==> config.mk <==
export PLATFORM = sky130hd
export DESIGN_NAME = json_string_escaper_top_flat
export DESIGN_NICKNAME = d
export VERILOG_FILES = /design/src/rtl/jse_pkg.sv /design/src/rtl/jse_in_if.sv /design/src/rtl/jse_out_if.sv /design/src/rtl/jse_encoder.sv /design/src/rtl/json_string_escaper_top.sv /design/src/flat_wrapper.sv
export SDC_FILE = /design/constraint.sdc
export NUM_CORES = 1
export LEC_CHECK = 0
export BUFFER_PORTS_ARGS = -buffer_cell sky130_fd_sc_hd__buf_2
export CAP_MARGIN = 25
export CORE_UTILIZATION = 30
export CTS_BUF_LIST = sky130_fd_sc_hd__clkbuf_8 sky130_fd_sc_hd__clkbuf_16
export DETAILED_ROUTE_END_ITERATION = 6
export GPL_TIMING_DRIVEN = 0
export PLACE_DENSITY_LB_ADDON = 0.15
export SLEW_MARGIN = 5
export SYNTH_ARGS = -nofsm -noshare
export SYNTH_HDL_FRONTEND = slang
export SYNTH_HIERARCHICAL = 1
export SYNTH_SLANG_ARGS = --single-unit
==> constraint.sdc <==
create_clock -name clk_i -period 2.4 [get_ports clk_i]
set_input_delay 0 -clock clk_i [delete_from_list [all_inputs] [get_ports clk_i]]
set_output_delay 0 -clock clk_i [all_outputs]
set_load 0.01 [all_outputs]
==> src/rtl/jse_pkg.sv <==
// Package for the JSON string escaper: byte codes, item type, lookup functions.
`default_nettype none

package jse_pkg;

  // Largest run of bytes one code unit can produce: quote, six escape bytes, quote
  localparam int unsigned MaxBytes = 8;
  localparam int unsigned IdxW     = $clog2(MaxBytes);
  localparam int unsigned CntW     = $clog2(MaxBytes + 1);

  // ASCII codes used by the escaper
  localparam logic [7:0] ChQuote     = 8'h22;
  localparam logic [7:0] ChBackslash = 8'h5c;
  localparam logic [7:0] ChLowerU    = 8'h75;

  // Printable range bounds and control-letter range
  localparam logic [15:0] PrintLow  = 16'd31;
  localparam logic [15:0] PrintHigh = 16'd127;
  localparam logic [15:0] CtlLow    = 16'd7;
  localparam logic [15:0] CtlHigh   = 16'd13;

  // One expanded item: its bytes in order and how many are valid
  typedef struct packed {
    logic [MaxBytes-1:0][7:0] bytes;
    logic [CntW-1:0]          count;
  } jse_item_t;

  // Lowercase hex digit for a nibble
  function automatic logic [7:0] hex_digit(input logic [3:0] nib);
    logic [7:0] res;
    if (nib < 4'd10) begin
      res = 8'h30 + {4'h0, nib};
    end else begin
      res = 8'h57 + {4'h0, nib};
    end
    return res;
  endfunction

  // Escape letter for control codes 7 to 13
  function automatic logic [7:0] ctl_letter(input logic [3:0] code);
    logic [7:0] res;
    unique case (code)
      4'd7:    res = 8'h61; // a
      4'd8:    res = 8'h62; // b
      4'd9:    res = 8'h74; // t
      4'd10:   res = 8'h6e; // n
      4'd11:   res = 8'h76; // v
      4'd12:   res = 8'h66; // f
      4'd13:   res = 8'h72; // r
      default: res = 8'h3f;
    endcase
    return res;
  endfunction

endpackage

`default_nettype wire

==> src/rtl/jse_in_if.sv <==
// Input channel: one UTF-16 code unit with framing flags.
`default_nettype none

interface jse_in_if;
  logic        valid;
  logic        ready;
  logic [15:0] code_unit;
  logic        is_first;
  logic        is_last;
  logic        no_char;

  modport source (output valid, output code_unit, output is_first, output is_last,
                  output no_char, input ready);
  modport sink (input valid, input code_unit, input is_first, input is_last,
                input no_char, output ready);
endinterface

`default_nettype wire

==> src/rtl/jse_out_if.sv <==
// Output channel: one byte of the escaped string per transfer.
`default_nettype none

interface jse_out_if;
  logic       valid;
  logic       ready;
  logic [7:0] out_byte;
  logic       run_end;

  modport source (output valid, output out_byte, output run_end, input ready);
  modport sink (input valid, input out_byte, input run_end, output ready);
endinterface

`default_nettype wire

==> src/rtl/jse_encoder.sv <==
// Expands one code unit and its framing flags into the full run of output bytes.
`default_nettype none

module jse_encoder
  import jse_pkg::*;
(
  input  logic [15:0] code_unit_i,
  input  logic        is_first_i,
  input  logic        is_last_i,
  input  logic        no_char_i,
  output jse_item_t   item_o
);

  logic [MaxBytes-1:0][7:0] ch;
  logic [IdxW-1:0]          ch_n;
  logic [CntW-1:0]          j;

  // Encode the character itself
  always_comb begin
    ch   = '0;
    ch_n = '0;
    if (!no_char_i) begin
      priority if (code_unit_i > PrintLow && code_unit_i < PrintHigh) begin
        if (code_unit_i[7:0] == ChBackslash || code_unit_i[7:0] == ChQuote) begin
          ch[0] = ChBackslash;
          ch[1] = code_unit_i[7:0];
          ch_n  = IdxW'(2);
        end else begin
          ch[0] = code_unit_i[7:0];
          ch_n  = IdxW'(1);
        end
      end else if (code_unit_i >= CtlLow && code_unit_i <= CtlHigh) begin
        ch[0] = ChBackslash;
        ch[1] = ctl_letter(code_unit_i[3:0]);
        ch_n  = IdxW'(2);
      end else begin
        ch[0] = ChBackslash;
        ch[1] = ChLowerU;
        ch[2] = hex_digit(code_unit_i[15:12]);
        ch[3] = hex_digit(code_unit_i[11:8]);
        ch[4] = hex_digit(code_unit_i[7:4]);
        ch[5] = hex_digit(code_unit_i[3:0]);
        ch_n  = IdxW'(6);
      end
    end
  end

  // Place opening quote, character bytes and closing quote
  always_comb begin
    j = '0;
    for (int k = 0; k < MaxBytes; k++) begin
      j = CntW'(k) - CntW'(is_first_i);
      if (is_first_i && k == 0) begin
        item_o.bytes[k] = ChQuote;
      end else if (j < CntW'(ch_n)) begin
        item_o.bytes[k] = ch[j[IdxW-1:0]];
      end else begin
        item_o.bytes[k] = ChQuote;
      end
    end
    item_o.count = CntW'(is_first_i) + CntW'(ch_n) + CntW'(is_last_i);
  end

endmodule

`default_nettype wire

==> src/rtl/json_string_escaper_top.sv <==
// Top level of the JSON string escaper: item register, byte serializer, output register.
//
//   channel | dir | payload                                   | handshake
//   in_i    | in  | code_unit[16] is_first is_last no_char    | valid/ready
//   out_o   | out | out_byte[8] run_end                       | valid/ready
//
// One byte leaves per cycle while the output is not stalled; an item yields 0 to 8 bytes
// (1 for plain ASCII, 6 for a \u escape), and the byte serializer sets the rate.
// A new item is taken in the cycle its predecessor's last byte enters the output
// register, so items follow back to back. An item that yields no bytes is taken but sends nothing.
// Reset clears the byte count and the output valid; no clearing pass is needed.
// A stalled output holds its byte; the serializer keeps the rest meanwhile.
`default_nettype none

module json_string_escaper_top
  import jse_pkg::*;
(
  input  logic          clk_i,
  input  logic          rst_ni,
  jse_in_if.sink        in_i,
  jse_out_if.source     out_o
);

  jse_item_t                enc_item;
  logic [MaxBytes-1:0][7:0] buf_q;
  logic [CntW-1:0]          rem_q;
  logic [IdxW-1:0]          idx_q;
  logic                     out_valid_q;
  logic [7:0]               out_byte_q;
  logic                     run_end_q;
  logic                     out_load;
  logic                     in_xfer;

  jse_encoder u_encoder (
    .code_unit_i (in_i.code_unit),
    .is_first_i  (in_i.is_first),
    .is_last_i   (in_i.is_last),
    .no_char_i   (in_i.no_char),
    .item_o      (enc_item)
  );

  // Move a byte into the output register when it is empty or being drained
  assign out_load   = (rem_q != '0) && (!out_valid_q || out_o.ready);
  assign in_i.ready = (rem_q == '0) || (rem_q == CntW'(1) && out_load);
  assign in_xfer    = in_i.valid && in_i.ready;

  // Serializer control: load a new run or advance through the current one
  always_ff @(posedge clk_i or negedge rst_ni) begin
    if (!rst_ni) begin
      rem_q <= '0;
      idx_q <= '0;
    end else if (in_xfer) begin
      rem_q <= enc_item.count;
      idx_q <= '0;
    end else if (out_load) begin
      rem_q <= rem_q - CntW'(1);
      idx_q <= idx_q + IdxW'(1);
    end
  end

  // Hold the expanded bytes of the current item
  always_ff @(posedge clk_i) begin
    if (in_xfer) begin
      buf_q <= enc_item.bytes;
    end
  end

  // Output valid
  always_ff @(posedge clk_i or negedge rst_ni) begin
    if (!rst_ni) begin
      out_valid_q <= 1'b0;
    end else if (out_load) begin
      out_valid_q <= 1'b1;
    end else if (out_o.ready) begin
      out_valid_q <= 1'b0;
    end
  end

  // Output payload
  always_ff @(posedge clk_i) begin
    if (out_load) begin
      out_byte_q <= buf_q[idx_q];
      run_end_q  <= (rem_q == CntW'(1));
    end
  end

  assign out_o.valid    = out_valid_q;
  assign out_o.out_byte = out_byte_q;
  assign out_o.run_end  = run_end_q;

endmodule

`default_nettype wire

==> src/flat_wrapper.sv <==
// flat-port wrapper written by rule: the top's interface ports become plain ports
module json_string_escaper_top_flat import jse_pkg::*;
  (clk_i, rst_ni, in_i_valid, in_i_code_unit, in_i_is_first, in_i_is_last, in_i_no_char, in_i_ready, out_o_valid, out_o_out_byte, out_o_run_end, out_o_ready);
  jse_in_if in_i_i ();
  jse_out_if out_o_i ();
  input  logic clk_i;
  input  logic rst_ni;
  input wire logic [$bits(in_i_i.valid)-1:0] in_i_valid;
  input wire logic [$bits(in_i_i.code_unit)-1:0] in_i_code_unit;
  input wire logic [$bits(in_i_i.is_first)-1:0] in_i_is_first;
  input wire logic [$bits(in_i_i.is_last)-1:0] in_i_is_last;
  input wire logic [$bits(in_i_i.no_char)-1:0] in_i_no_char;
  output wire logic [$bits(in_i_i.ready)-1:0] in_i_ready;
  output wire logic [$bits(out_o_i.valid)-1:0] out_o_valid;
  output wire logic [$bits(out_o_i.out_byte)-1:0] out_o_out_byte;
  output wire logic [$bits(out_o_i.run_end)-1:0] out_o_run_end;
  input wire logic [$bits(out_o_i.ready)-1:0] out_o_ready;
  assign in_i_i.valid = in_i_valid;
  assign in_i_i.code_unit = in_i_code_unit;
  assign in_i_i.is_first = in_i_is_first;
  assign in_i_i.is_last = in_i_is_last;
  assign in_i_i.no_char = in_i_no_char;
  assign in_i_ready = in_i_i.ready;
  assign out_o_valid = out_o_i.valid;
  assign out_o_out_byte = out_o_i.out_byte;
  assign out_o_run_end = out_o_i.run_end;
  assign out_o_i.ready = out_o_ready;
  json_string_escaper_top u_core (.clk_i(clk_i), .rst_ni(rst_ni), .in_i(in_i_i), .out_o(out_o_i));
endmodule
==> out/results.txt <==
Status: complete, no violations
GRT overflow: 0
Num ports: 34
CORE AREA: 16500 µm²
Yosys warns: 6
Yosys reg bits: 81
Yosys top cell area share: 43.3%
Crit end category: flop
Max Clock Skew: 0.00511 ns
Flop2flop setup slack: 0.29 ns
Compound-cell area share of the yosys netlist: 14.0%
Worst-Margin Slew: 1.02 ns
Launch point of the critical path: in_i_code_unit[9]
Unrepaired setup endpoints after global routing: false
Simple-gate share of the synthesized area: 13.0%
Fmax: 0.424 GHz
Sequential share of the synthesized area: 47.2%
Site row count: 47
Final period util: 98.2%
Vias per cell: 4.94
Post-route insts no fill: 736
Total number of vias: 3639
CTS clock-pin slew for the worst setup and hold paths: 0.06 ns
Commonest cells post-synth: edfxtp_1 (73), nor2_1 (51), inv_1 (27)
Final hold vios: 0
Slew Limit Fails: 0
WP data arrival: 2.53 ns
Die H: 132 µm
Worst-path fanout max: 5
ANT cells: 0
Worst setup SP type: input port
Cell Area, Synth: 5060 µm²
Max-Cap Viols: 0
Worst skew pair latency: 0.33 ns
CP endpoint: u_core/buf_q[32]
Most used flip-flop cell after synthesis: edfxtp_1
Final setup viols: 0
Synth Area in XOR/XNOR: 1.73%
Cell Pwr Density: 837 nW/µm²
Ys async rst share: 9.88%
Post-detailed-route DRC marker count: 0
WL per Instance: 18.2 µm
Max clock buf depth: 2
Pwr Total: 5.30 mW
Gp weighted congestion: 0.881
Initial antenna violation count: 0
Post-route setup TNS: 0 ns
Largest family of logic cells by synthesized area: compound AO/OA/AOI/OAI gates
Worst Reg-to-Reg Cells: 6
# H-tree levels: 3
First-pass iteration count of the detailed router: 4
Crit path time final: 2.36 ns
Top cells by area, synth: edfxtp_1 (43%), mux4_1 (8.3%), ha_1 (5.2%)
Synth-to-Final Area Change: 25.1%
Biggest area consumer among synthesized cells: edfxtp_1
Port Buffers: 32
Placed Cells: 700
Layout cells sized above 1: 30.0%
FF-to-FF Start: u_core/rem_q[0]
Nets: 556
WHS: 0.0501 ns
Die footprint: 17400 µm²
Adder-cell area share of the yosys netlist: 5.58%
Multiplexer share of the synthesized area: 11.5%
GRT Total Usage: 15.9%
Reg2reg end: u_core/rem_q[1]
Routed Antenna Nets: 0
1st-iter DRT viols: 277
Pleak: 2.36 nW
Vias in the first global route: 3645
Count leader, synth: edfxtp_1
Max_slew headroom: 31.0%
Avg Cell Area, Syn: 11.6 µm²
First-pass GRT wire length: 21000 µm
Clk sinks: 81
Die W: 132 µm
Initial Util: 30.6%
Hold Path Class: input port to async pin
Number of flops mapped to enable cells by yosys: 73
Worst EP required: 2.57 ns
Kind of critical path: input port to flop
CTS root buf: clkbuf_16
CTS Buf Count: 9
Cell count after synthesis: 436
Largest net degree at the start of global routing: 72
VDD IR max: 0.326 mV
Routed WL: 13400 µm
Post-synth cell types: 74
DP HPWL: 9990 µm
Clock tree from TritonCTS: built
Layout fillers: 1604
[layout make-up]
| cell class | count | area (µm²) | share of cell area [%] |
|---|---|---|---|
| Multi-Input combinational cell | 304 | 2640 | 41.7 |
| Sequential cell | 81 | 2390 | 37.8 |
| Timing Repair Buffer | 51 | 310 | 4.90 |
| Tap cell | 220 | 275 | 4.35 |
| Buffer | 36 | 256 | 4.05 |
| Clock buffer | 10 | 239 | 3.77 |
| Inverter | 28 | 116 | 1.84 |
| Clock inverter | 6 | 105 | 1.66 |
[critical path: stages]
cell and delay, ns:
buf_2 0.13, inv_2 0.08, ha_4 0.15, or3b_4 0.43
a211oi_4 0.24, a311oi_2 0.08, o311ai_2 0.31, buf_4 0.20
buf_8 0.09, ha_1 0.24, a21oi_4 0.26, nand2b_4 0.11
nor3_4 0.19
[cell usage in the layout, fill, tap and decap left out, types with 5 or more instances in the layout]
cell / count
a31oi_1: 8
clkbuf_1: 9
ha_1: 14
a211oi_1: 7
dfrtp_1: 8
a21oi_1: 20
conb_1: 14
clkbuf_16: 9
a21o_1: 5
nand2_1: 20
edfxtp_1: 73
nor3_1: 10
o21ai_0: 20
mux2_2: 9
buf_2: 34
mux4_1: 16
nor2_1: 48
buf_4: 33
xnor2_1: 9
inv_1: 20
[cell families (layout without fill, tap and decap cells)]
| kind of cell | Yosys count | after routing |
|---|---|---|
| adder cells (fa/ha/maj) | 22 | 22 |
| buffers and inverters | 64 | 131 |
| AO/OA/AOI/OAI | 100 | 100 |
| AND/OR/NAND/NOR | 126 | 127 |
| multiplexers | 31 | 31 |
| XOR/XNOR | 10 | 10 |
| other | 2 | 14 |
| flip-flops | 81 | 81 |
[through the flow]
stage	setup slack, ns	instance area, µm²	utilization (%)
after CTS	0.0212	6210	37.6
after global routing	0.00669	6330	38.3
after global placement	-0.972	5600	33.9
after floorplan	-0.00152	5160	-
after detailed placement	-0.993	5600	33.9
final	0.0426	6330	38.3
[how the worst min path moves through the flow]
stage | cells after the start | slack (ns) | end | from
after floorplan | 0 | -0.30 | u_core/idx_q[0] | rst_ni
after global placement | 1 | -0.14 | u_core/out_o.valid | rst_ni
after detailed placement | 1 | -0.14 | u_core/out_o.valid | rst_ni
after CTS | 2 | 0.05 | u_core/rem_q[0] | rst_ni
after global routing | 2 | 0.07 | u_core/rem_q[0] | rst_ni
final | 2 | 0.05 | u_core/rem_q[0] | rst_ni
[repair_timing]
item	4_1_cts	5_1_grt
pin swaps	9	8
cloned	1	0
gates resized for setup	34	16
setup buffers	11	6
setup endpoints to repair	30	16
hold buffers	2	0
endpoints found under the hold margin	9	0
[power by group]
part / internal, mW / switching (mW) / leakage (nW)
logic: 0.785 / 0.909 / 1.42
registers: 1.96 / 0.0957 / 0.763
clock network: 1.04 / 0.510 / 0.172
[state kept, by name, summed over array words and instances (netlist names)]
name and count:
u_core/out_o.valid 1, u_core/out_o.out_byte 8, u_core/out_o.run_end 1, u_core/buf_q 64, u_core/rem_q 4, u_core/idx_q 3
[per-layer routing]
layer,part of all wire [%],GRT usage (%),up-vias
met2,47,25.1,89
met5,0,0,-
li1,-,-,1764
met1,46,21.6,1761
met4,2.8,6.65,0
met3,4.0,2.69,25
(Power assumes the default switching activity.)
